`config.mk`:
```
export PLATFORM = sky130hd
export DESIGN_NAME = nearest_neighbor_track_association
export DESIGN_NICKNAME = d
export VERILOG_FILES = /design/src/hw/rtl/nnta_pkg.sv /design/src/hw/rtl/nnta_ctrl.sv /design/src/hw/rtl/nnta_dp.sv /design/src/hw/rtl/nearest_neighbor_track_association.sv
export SDC_FILE = /design/constraint.sdc
export NUM_CORES = 2
export LEC_CHECK = 0
export ABC_AREA = 1
export BUFFER_PORTS_ARGS = -buffer_cell sky130_fd_sc_hd__buf_2
export CELL_PAD_IN_SITES_DETAIL_PLACEMENT = 0
export CELL_PAD_IN_SITES_GLOBAL_PLACEMENT = 1
export CORE_MARGIN = 2
export CORE_UTILIZATION = 57
export CTS_BUF_LIST = sky130_fd_sc_hd__clkbuf_4
export CTS_CLUSTER_SIZE = 30
export DETAILED_ROUTE_END_ITERATION = 7
export PLACE_DENSITY = 0.9
export SYNTH_ARGS = -nofsm -noshare
export SYNTH_HDL_FRONTEND = slang
export SYNTH_SLANG_ARGS = --single-unit
```
`constraint.sdc`:
```
create_clock -name clk -period 9.1 [get_ports clk]
set_input_delay 1.82 -clock clk [delete_from_list [all_inputs] [get_ports clk]]
set_output_delay 1.82 -clock clk [all_outputs]
set_load 0.005 [all_outputs]
```
`src/hw/rtl/nnta_pkg.sv`:
```
// shared constants, command struct and register codes for the track association block
// no dependencies; used by nnta_ctrl, nnta_dp, nearest_neighbor_track_association and the testbench

package nnta_pkg;

    localparam int MAX_TRACKS = 16;
    localparam int SLOT_W     = (MAX_TRACKS > 1) ? $clog2(MAX_TRACKS) : 1;

    localparam int POS_W      = 16;
    localparam int ID_W       = 16;
    localparam int FRAMES_W   = 16;
    localparam int AGE_W      = 8;
    localparam int RADIUS_W   = 15;
    localparam int SQ_W       = 2 * POS_W;
    localparam int DIST_W     = SQ_W + 1;
    localparam int APB_ADDR_W = 3;
    localparam int APB_DATA_W = 32;

    localparam logic [RADIUS_W-1:0] RADIUS_RESET    = RADIUS_W'(500);
    localparam logic [AGE_W-1:0]    AGE_LIMIT_RESET = AGE_W'(10);

    localparam logic CMD_FRAME  = 1'b0;
    localparam logic CMD_DETECT = 1'b1;

    typedef enum logic {
        REG_MATCH_RADIUS = 1'b0,
        REG_AGE_LIMIT    = 1'b1
    } reg_index_t;

    // controller to datapath commands
    typedef struct packed {
        logic              load_frame;
        logic              load_det;
        logic              age_en;
        logic              scan_en;
        logic              commit;
        logic [SLOT_W-1:0] idx;
    } nnta_cmd_t;

endpackage

```
`src/hw/rtl/nnta_ctrl.sv`:
```
// sequencer for the track association block: frame aging sweep, detection scan, commit
// depends on nnta_pkg

module nnta_ctrl
(
    input  logic                clk,
    input  logic                rst_n,
    input  logic                in_valid,
    output logic                in_stall,
    input  logic                cmd,
    output logic                out_valid,
    input  logic                out_stall,
    output nnta_pkg::nnta_cmd_t dp_cmd
);

    typedef enum logic [2:0] {
        S_IDLE,
        S_AGE,
        S_SCAN,
        S_DRAIN,
        S_COMMIT
    } state_t;

    state_t                      state_reg, state_next;
    logic [nnta_pkg::SLOT_W-1:0] idx_reg, idx_next;
    logic                        drain_reg, drain_next;
    logic                        out_valid_reg, out_valid_next;
    logic                        accept;
    logic                        commit_ok;
    logic                        last_slot;

    assign in_stall  = (state_reg != S_IDLE);
    assign accept    = in_valid && !in_stall;
    assign commit_ok = !out_valid_reg || !out_stall;
    assign last_slot = (idx_reg == nnta_pkg::SLOT_W'(nnta_pkg::MAX_TRACKS - 1));
    assign out_valid = out_valid_reg;

    always_comb
    begin
        dp_cmd.load_frame = accept && (cmd == nnta_pkg::CMD_FRAME);
        dp_cmd.load_det   = accept && (cmd == nnta_pkg::CMD_DETECT);
        dp_cmd.age_en     = (state_reg == S_AGE);
        dp_cmd.scan_en    = (state_reg == S_SCAN);
        dp_cmd.commit     = (state_reg == S_COMMIT) && commit_ok;
        dp_cmd.idx        = idx_reg;
    end

    always_comb
    begin
        state_next     = state_reg;
        idx_next       = idx_reg;
        drain_next     = drain_reg;
        out_valid_next = out_valid_reg;
        if (out_valid_reg && !out_stall)
        begin
            out_valid_next = 1'b0;
        end
        case (state_reg)
            S_IDLE:
            begin
                idx_next = '0;
                if (accept)
                begin
                    state_next = (cmd == nnta_pkg::CMD_FRAME) ? S_AGE : S_SCAN;
                end
            end
            S_AGE:
            begin
                idx_next = idx_reg + 1'b1;
                if (last_slot)
                begin
                    state_next = S_IDLE;
                end
            end
            S_SCAN:
            begin
                idx_next   = idx_reg + 1'b1;
                drain_next = 1'b0;
                if (last_slot)
                begin
                    state_next = S_DRAIN;
                end
            end
            S_DRAIN:
            begin
                // let the distance pipeline empty before the commit
                drain_next = 1'b1;
                if (drain_reg)
                begin
                    state_next = S_COMMIT;
                end
            end
            S_COMMIT:
            begin
                if (commit_ok)
                begin
                    out_valid_next = 1'b1;
                    state_next     = S_IDLE;
                end
            end
            default:
            begin
                state_next = S_IDLE;
            end
        endcase
    end

    always_ff @(posedge clk or negedge rst_n)
    begin
        if (!rst_n)
        begin
            state_reg     <= S_IDLE;
            idx_reg       <= '0;
            drain_reg     <= 1'b0;
            out_valid_reg <= 1'b0;
        end
        else
        begin
            state_reg     <= state_next;
            idx_reg       <= idx_next;
            drain_reg     <= drain_next;
            out_valid_reg <= out_valid_next;
        end
    end

endmodule

```
`src/hw/rtl/nnta_dp.sv`:
```
// datapath for the track association block: slot table, distance pipeline, result register
// depends on nnta_pkg; driven by nnta_ctrl

module nnta_dp
(
    input  logic                                 clk,
    input  logic                                 rst_n,
    input  nnta_pkg::nnta_cmd_t                  dp_cmd,
    input  logic signed [nnta_pkg::POS_W-1:0]    pos_x_mm,
    input  logic signed [nnta_pkg::POS_W-1:0]    pos_y_mm,
    input  logic        [nnta_pkg::RADIUS_W-1:0] match_radius_mm,
    input  logic        [nnta_pkg::AGE_W-1:0]    age_limit,
    output logic        [nnta_pkg::ID_W-1:0]     track_id,
    output logic        [nnta_pkg::FRAMES_W-1:0] frames_seen,
    output logic                                 opened_new,
    output logic                                 table_full
);

    localparam int N = nnta_pkg::MAX_TRACKS;

    // slot table
    logic [N-1:0]                    slot_valid_reg;
    logic [N-1:0]                    slot_claimed_reg;
    logic [nnta_pkg::POS_W-1:0]      slot_x_reg      [N];
    logic [nnta_pkg::POS_W-1:0]      slot_y_reg      [N];
    logic [nnta_pkg::AGE_W-1:0]      slot_age_reg    [N];
    logic [nnta_pkg::FRAMES_W-1:0]   slot_frames_reg [N];
    logic [nnta_pkg::ID_W-1:0]       slot_ident_reg  [N];
    logic [nnta_pkg::ID_W-1:0]       next_ident_reg;

    // current detection and search results
    logic [nnta_pkg::POS_W-1:0]      det_x_reg;
    logic [nnta_pkg::POS_W-1:0]      det_y_reg;
    logic [nnta_pkg::DIST_W-1:0]     best_reg;
    logic [nnta_pkg::SLOT_W-1:0]     best_slot_reg;
    logic                            found_reg;
    logic [nnta_pkg::SLOT_W-1:0]     free_slot_reg;
    logic                            free_found_reg;

    // distance pipeline
    logic                            a_live_reg;
    logic [nnta_pkg::SLOT_W-1:0]     a_idx_reg;
    logic [nnta_pkg::POS_W-1:0]      a_dx_reg;
    logic [nnta_pkg::POS_W-1:0]      a_dy_reg;
    logic                            b_live_reg;
    logic [nnta_pkg::SLOT_W-1:0]     b_idx_reg;
    logic [nnta_pkg::SQ_W-1:0]       b_sqx_reg;
    logic [nnta_pkg::SQ_W-1:0]       b_sqy_reg;

    // result
    logic [nnta_pkg::ID_W-1:0]       track_id_reg;
    logic [nnta_pkg::FRAMES_W-1:0]   frames_seen_reg;
    logic                            opened_new_reg;
    logic                            table_full_reg;

    logic [2*nnta_pkg::RADIUS_W-1:0] radius_sq;
    logic [nnta_pkg::POS_W:0]        diff_x;
    logic [nnta_pkg::POS_W:0]        diff_y;
    logic [nnta_pkg::POS_W:0]        abs_x;
    logic [nnta_pkg::POS_W:0]        abs_y;
    logic [nnta_pkg::DIST_W-1:0]     dist_sq;
    logic                            scan_valid;
    logic                            scan_live;
    logic [nnta_pkg::AGE_W-1:0]      age_cur;
    logic [nnta_pkg::AGE_W-1:0]      age_inc;
    logic                            age_drop;
    logic                            hit;
    logic                            opening;
    logic [nnta_pkg::SLOT_W-1:0]     commit_slot;
    logic [nnta_pkg::FRAMES_W-1:0]   cur_frames;
    logic [nnta_pkg::FRAMES_W-1:0]   frames_inc;

    assign radius_sq  = match_radius_mm * match_radius_mm;

    assign scan_valid = slot_valid_reg[dp_cmd.idx];
    assign scan_live  = dp_cmd.scan_en && scan_valid && !slot_claimed_reg[dp_cmd.idx];

    // 17-bit differences, magnitude always fits 16 bits
    assign diff_x = {det_x_reg[nnta_pkg::POS_W-1], det_x_reg}
                  - {slot_x_reg[dp_cmd.idx][nnta_pkg::POS_W-1], slot_x_reg[dp_cmd.idx]};
    assign diff_y = {det_y_reg[nnta_pkg::POS_W-1], det_y_reg}
                  - {slot_y_reg[dp_cmd.idx][nnta_pkg::POS_W-1], slot_y_reg[dp_cmd.idx]};
    assign abs_x  = diff_x[nnta_pkg::POS_W] ? (~diff_x + 1'b1) : diff_x;
    assign abs_y  = diff_y[nnta_pkg::POS_W] ? (~diff_y + 1'b1) : diff_y;

    assign dist_sq = {1'b0, b_sqx_reg} + {1'b0, b_sqy_reg};

    // aging of the slot under the sweep index
    assign age_cur  = slot_age_reg[dp_cmd.idx];
    assign age_inc  = (age_cur == '1) ? age_cur : age_cur + 1'b1;
    assign age_drop = age_inc > age_limit;

    assign hit         = found_reg;
    assign opening     = !found_reg && free_found_reg;
    assign commit_slot = found_reg ? best_slot_reg : free_slot_reg;
    assign cur_frames  = slot_frames_reg[commit_slot];
    assign frames_inc  = (cur_frames == '1) ? cur_frames : cur_frames + 1'b1;

    // control state: valid and claimed marks, search flags, pipeline valids, id counter
    always_ff @(posedge clk or negedge rst_n)
    begin
        if (!rst_n)
        begin
            slot_valid_reg   <= '0;
            slot_claimed_reg <= '0;
            next_ident_reg   <= '0;
            found_reg        <= 1'b0;
            free_found_reg   <= 1'b0;
            a_live_reg       <= 1'b0;
            b_live_reg       <= 1'b0;
        end
        else
        begin
            a_live_reg <= scan_live;
            b_live_reg <= a_live_reg;
            if (dp_cmd.load_frame)
            begin
                slot_claimed_reg <= '0;
            end
            if (dp_cmd.load_det)
            begin
                found_reg      <= 1'b0;
                free_found_reg <= 1'b0;
            end
            if (dp_cmd.scan_en && !scan_valid && !free_found_reg)
            begin
                free_found_reg <= 1'b1;
            end
            if (b_live_reg && (dist_sq < best_reg))
            begin
                found_reg <= 1'b1;
            end
            if (dp_cmd.age_en && scan_valid && age_drop)
            begin
                slot_valid_reg[dp_cmd.idx] <= 1'b0;
            end
            if (dp_cmd.commit && (hit || opening))
            begin
                slot_claimed_reg[commit_slot] <= 1'b1;
            end
            if (dp_cmd.commit && opening)
            begin
                slot_valid_reg[commit_slot] <= 1'b1;
                next_ident_reg              <= next_ident_reg + 1'b1;
            end
        end
    end

    // payload: detection, search values, pipeline data, slot contents, result
    always_ff @(posedge clk)
    begin
        if (dp_cmd.load_det)
        begin
            det_x_reg <= pos_x_mm;
            det_y_reg <= pos_y_mm;
            best_reg  <= nnta_pkg::DIST_W'(radius_sq);
        end
        if (dp_cmd.scan_en && !scan_valid && !free_found_reg)
        begin
            free_slot_reg <= dp_cmd.idx;
        end

        a_idx_reg <= dp_cmd.idx;
        a_dx_reg  <= abs_x[nnta_pkg::POS_W-1:0];
        a_dy_reg  <= abs_y[nnta_pkg::POS_W-1:0];
        b_idx_reg <= a_idx_reg;
        b_sqx_reg <= a_dx_reg * a_dx_reg;
        b_sqy_reg <= a_dy_reg * a_dy_reg;

        // strict compare keeps the lowest slot on ties
        if (b_live_reg && (dist_sq < best_reg))
        begin
            best_reg      <= dist_sq;
            best_slot_reg <= b_idx_reg;
        end

        if (dp_cmd.age_en && scan_valid)
        begin
            slot_age_reg[dp_cmd.idx] <= age_inc;
        end

        if (dp_cmd.commit)
        begin
            if (hit || opening)
            begin
                slot_x_reg[commit_slot]   <= det_x_reg;
                slot_y_reg[commit_slot]   <= det_y_reg;
                slot_age_reg[commit_slot] <= '0;
            end
            if (hit)
            begin
                slot_frames_reg[commit_slot] <= frames_inc;
                track_id_reg                 <= slot_ident_reg[commit_slot];
                frames_seen_reg              <= frames_inc;
            end
            else if (opening)
            begin
                slot_frames_reg[commit_slot] <= nnta_pkg::FRAMES_W'(1);
                slot_ident_reg[commit_slot]  <= next_ident_reg;
                track_id_reg                 <= next_ident_reg;
                frames_seen_reg              <= nnta_pkg::FRAMES_W'(1);
            end
            else
            begin
                track_id_reg    <= '0;
                frames_seen_reg <= '0;
            end
            opened_new_reg <= opening;
            table_full_reg <= !hit && !free_found_reg;
        end
    end

    assign track_id    = track_id_reg;
    assign frames_seen = frames_seen_reg;
    assign opened_new  = opened_new_reg;
    assign table_full  = table_full_reg;

endmodule

```
`src/hw/rtl/nearest_neighbor_track_association.sv`:
```
// top level of the greedy nearest-neighbor track association block
// depends on nnta_pkg, nnta_ctrl and nnta_dp

// Keeps a table of MAX_TRACKS (16) tracks and associates detections with them one item at a
// time. A frame-start item (cmd 0) is accepted and then runs an aging sweep over the slots,
// and gives no result. A detection item (cmd 1) is accepted, runs the distance scan over the
// slots, waits while the three-stage distance pipeline (difference, square, compare) drains,
// and is then committed, which registers the result and raises out_valid.
// The slot scan runs one slot per cycle through a single subtract/square/compare pipeline.
// A new item is taken as soon as the block is back in idle, even while the last result still
// waits on out_stall; the commit of the next detection then waits until the result register
// is free. Configuration goes through the APB port: match_radius_mm at byte address 0 (reset
// 500) and age_limit at byte address 4 (reset 10); write only while idle.

module nearest_neighbor_track_association
(
    input  logic                                   clk,
    input  logic                                   rst_n,

    // apb configuration port
    input  logic                                   psel,
    input  logic                                   penable,
    input  logic                                   pwrite,
    input  logic        [nnta_pkg::APB_ADDR_W-1:0] paddr,
    input  logic        [nnta_pkg::APB_DATA_W-1:0] pwdata,
    output logic        [nnta_pkg::APB_DATA_W-1:0] prdata,
    output logic                                   pready,

    // input item channel
    input  logic                                   in_valid,
    output logic                                   in_stall,
    input  logic                                   cmd,
    input  logic signed [nnta_pkg::POS_W-1:0]      pos_x_mm,
    input  logic signed [nnta_pkg::POS_W-1:0]      pos_y_mm,

    // result item channel
    output logic                                   out_valid,
    input  logic                                   out_stall,
    output logic        [nnta_pkg::ID_W-1:0]       track_id,
    output logic        [nnta_pkg::FRAMES_W-1:0]   frames_seen,
    output logic                                   opened_new,
    output logic                                   table_full
);

    logic [nnta_pkg::RADIUS_W-1:0] radius_reg;
    logic [nnta_pkg::AGE_W-1:0]    age_limit_reg;
    logic                          cfg_write;
    nnta_pkg::reg_index_t          reg_sel;
    nnta_pkg::nnta_cmd_t           dp_cmd;

    // apb: zero wait states, registers sit on 4-byte boundaries
    assign pready    = 1'b1;
    assign reg_sel   = nnta_pkg::reg_index_t'(paddr[2]);
    assign cfg_write = psel && penable && pwrite && pready;

    always_ff @(posedge clk or negedge rst_n)
    begin
        if (!rst_n)
        begin
            radius_reg    <= nnta_pkg::RADIUS_RESET;
            age_limit_reg <= nnta_pkg::AGE_LIMIT_RESET;
        end
        else if (cfg_write)
        begin
            case (reg_sel)
                nnta_pkg::REG_MATCH_RADIUS: radius_reg    <= pwdata[nnta_pkg::RADIUS_W-1:0];
                nnta_pkg::REG_AGE_LIMIT:    age_limit_reg <= pwdata[nnta_pkg::AGE_W-1:0];
                default:                    radius_reg    <= radius_reg;
            endcase
        end
    end

    // read back, upper bits zero
    always_comb
    begin
        case (reg_sel)
            nnta_pkg::REG_MATCH_RADIUS: prdata = nnta_pkg::APB_DATA_W'(radius_reg);
            nnta_pkg::REG_AGE_LIMIT:    prdata = nnta_pkg::APB_DATA_W'(age_limit_reg);
            default:                    prdata = '0;
        endcase
    end

    // sequencer: aging sweep, scan, drain, commit
    nnta_ctrl u_ctrl
    (
        .clk       (clk),
        .rst_n     (rst_n),
        .in_valid  (in_valid),
        .in_stall  (in_stall),
        .cmd       (cmd),
        .out_valid (out_valid),
        .out_stall (out_stall),
        .dp_cmd    (dp_cmd)
    );

    // slot table, distance pipeline and result register
    nnta_dp u_dp
    (
        .clk             (clk),
        .rst_n           (rst_n),
        .dp_cmd          (dp_cmd),
        .pos_x_mm        (pos_x_mm),
        .pos_y_mm        (pos_y_mm),
        .match_radius_mm (radius_reg),
        .age_limit       (age_limit_reg),
        .track_id        (track_id),
        .frames_seen     (frames_seen),
        .opened_new      (opened_new),
        .table_full      (table_full)
    );

endmodule

```
==> results.cfg <==
[clock_tree]
cts.clk_slew.worst_paths_ps = 70
cts_sinks = 1445
clk_path_buf_depth = 4
clock-root-buffer = clkbuf_4
post_cts_buffers = 0
h-tree-depth = 5
ctsHoldBuffers = 0
cts_made_buffers = 376
tritoncts = yes
clock_latency_ps = 1300
ctsResizeCount = 0

[die]
initial_core_util = 0.574
die-area_um2 = 146000
io_pins = 144
die_height_um = 382
design.core.area_um2 = 142000
die_w_um = 382
rows = 138

[placed_design]
io_buffers = 106
gp_congestion = 0.896
hpwl_um = 123000

[logic_synthesis]
synth_top_area_frac = 0.465
ys.flop_type = edfxtp_1
synth_most_common_cell = nand2_1
synth_enable_flop_cells = 1259
synth_area_um2 = 81300
yosys_warnings = 0
yosys.area.top_type = edfxtp_1
synth_seq_cells = 1445
ys_types = 58
yosys-top-cells-count = 1681 x nand2_1, 1259 x edfxtp_1, 1105 x inv_1
async_flop_share = 0.0581
synth-seq-area-share = 0.516
synthTopCellsByArea = edfxtp_1 46%, fa_1 11%, nand2_1 7.8%
syn_area_per_cell_um2 = 10.4
synth_cells = 7846

[setup_path]
cp-end-kind = register
reg2regPathDepth = 23
r2r_slack_ps = 2830
arrival_ps = 7360
path_max_fanout = 17
critPathKind = reg2reg
cp-start-kind = register
required_ps = 10200
crit-reg2reg-capture = u_dp.b_sqy_reg[25]
r2r_start = u_dp.a_dy_reg[9]

[routing]
final_antenna_net_count = 0
drt-initial-drc-count = 5520
wirelength_um = 196000
post-route-drc-count = 0
post_drt_wl_per_cell_um = 19.1
vias_per_cell = 5.58
drt_pass1_iterations = 8
num_vias = 57200

[sta]
period_share = 0.689
fin_skew_ps = 134
final.setup.tns_ps = 0
slew_violations = 0
setup_viol = 0
period_minus_slack_ps = 6270
clock.fmax_ghz = 0.160
slew_headroom = 0.142
grt_setup_unrepaired = false
worstMarginPinSlew_ps = 1290
hold_viol = 0

[layout]
fillCellCount = 11600
regArea_um2 = 42000
area_growth_pct = 8.48
nNetsFinal = 9029
drive_gt1_frac = 0.102
multi_input_area_um2 = 34000

[global_route]
antenna_found_initial = 5
top_usage_layer = met2
grt_overflow = 0
first_global_vias = 57200
met2_usage = 0.446
grt_max_degree = 194
grtUsageMet3 = 0.0476
grt_pass1_wl_um = 308000
gr-usage-all-layers = 0.270
grt_util_met1 = 0.365

[hold_path]
holdPathEnd = u_dp.b_idx_reg[1]
holdCritStartpoint = u_dp.a_idx_reg[1]
hold_path.class = reg2reg
whs_path_depth = 0

[job]
maxCapViolations = 0

[status]
status = finished clean
==> layout by cell type (no fill, tap or decap), types with 8 or more instances in the layout <==
cell      netlist  layout
nor3_1         34      34
a22oi_1       129     129
a21oi_1       213     213
dfstp_2         8       8
o21a_1          9       9
buf_2          35     105
conb_1          2      18
ha_1          405     405
a22o_1         48      48
a21boi_0        8       8
xor2_1        152     152
clkinv_2        1      13
dfxtp_1       102     102
nand2_1      1681    1679
xnor2_1        50      50
dfrtp_1        76      74
fa_1          461     461
o211ai_1        9       9
nand3_1       156     156
a31oi_1        13      13
a21o_1         18      18
o22ai_1       171     171
o21bai_1       19      19
edfxtp_1     1259    1259
buf_4          33      89
o21ai_0       555     554
nor2_2          5      37
nand4_1        31      31
inv_2           5      14
inv_1        1105    1103
clkbuf_4        0     530
clkinv_1        5      96
nor2_4          3      26
nor2_1        683     628
a221oi_1       33      33
==> how the worst max path moves through the flow <==
| stage | start | end | slack, ps | cells past startpoint |
|---|---|---|---|---|
| floorplan | out_stall | u_dp.slot_x_reg[0][0] | 2820 | 9 |
| global placement | radius_reg[10] | u_dp.best_reg[29] | 2840 | 26 |
| detailed placement | radius_reg[10] | u_dp.best_reg[29] | 2870 | 26 |
| CTS | radius_reg[3] | u_dp.best_reg[29] | 2860 | 26 |
| global route | radius_reg[10] | u_dp.best_reg[29] | 2360 | 26 |
| finish | u_dp.a_dy_reg[9] | u_dp.b_sqy_reg[25] | 2830 | 23 |
==> layer usage <==
layer  wire length (um)  vias to the layer above
met5                 34                        -
li1                   -                    26700
met4               4790                        6
met1              79700                    27700
met3              16400                      378
met2              95200                     2382
==> layout make-up <==
class                   instances  area share
clock inverters               114     0.00535
diodes                          6    0.000170
inverters                    1117      0.0477
multi-input cells            4953       0.385
well taps                    1890      0.0268
repair buffers                195      0.0138
flip-flops and latches       1445       0.476
clock buffers                 530      0.0451
==> metrics by stage <==
| step | setup WS, ps | hold slack [ps] | util | std cells | area, um2 |
|---|---|---|---|---|---|
| 2_1_floorplan | 2820 | 310 | - | 7862 | 81400 |
| 3_3_place_gp | 2840 | 311 | 0.592 | 9600 | 83800 |
| 5_1_grt | 2360 | 329 | 0.623 | 10300 | 88200 |
| 6_report | 2830 | 327 | 0.623 | 10300 | 88200 |
| 3_5_place_dp | 2870 | 314 | 0.592 | 9600 | 83800 |
| 4_1_cts | 2860 | 327 | 0.623 | 10200 | 88200 |
==> cells by family after synthesis <==
logic type / after synthesis / synth area share
AOI/OAI and AO/OA: 1241 / 0.0894
xor gates and xnor gates: 202 / 0.0218
adders and majority gates: 866 / 0.176
buffers and inverters: 1464 / 0.0699
DFF: 1445 / 0.516
other: 2 / 0.0000923
and+or+nand+nor: 2626 / 0.127
==> critical path: stages, from the launching register on <==
cell,delay (ps)
dfxtp_1,640
nand2_1,280
inv_1,90
fa_1,540
inv_1,50
fa_1,530
inv_1,50
fa_1,500
inv_1,60
fa_1,530
inv_1,50
fa_1,470
inv_1,50
fa_1,470
inv_1,40
ha_1,340
nand2_1,160
nor2_1,120
nand2_1,60
o211ai_1,160
nand2_1,150
a31oi_1,290
a21oi_1,130
xnor2_1,350
Power is not shown: default switching activity piles up to over one toggle a cycle in this logic, so the estimate is an artifact.
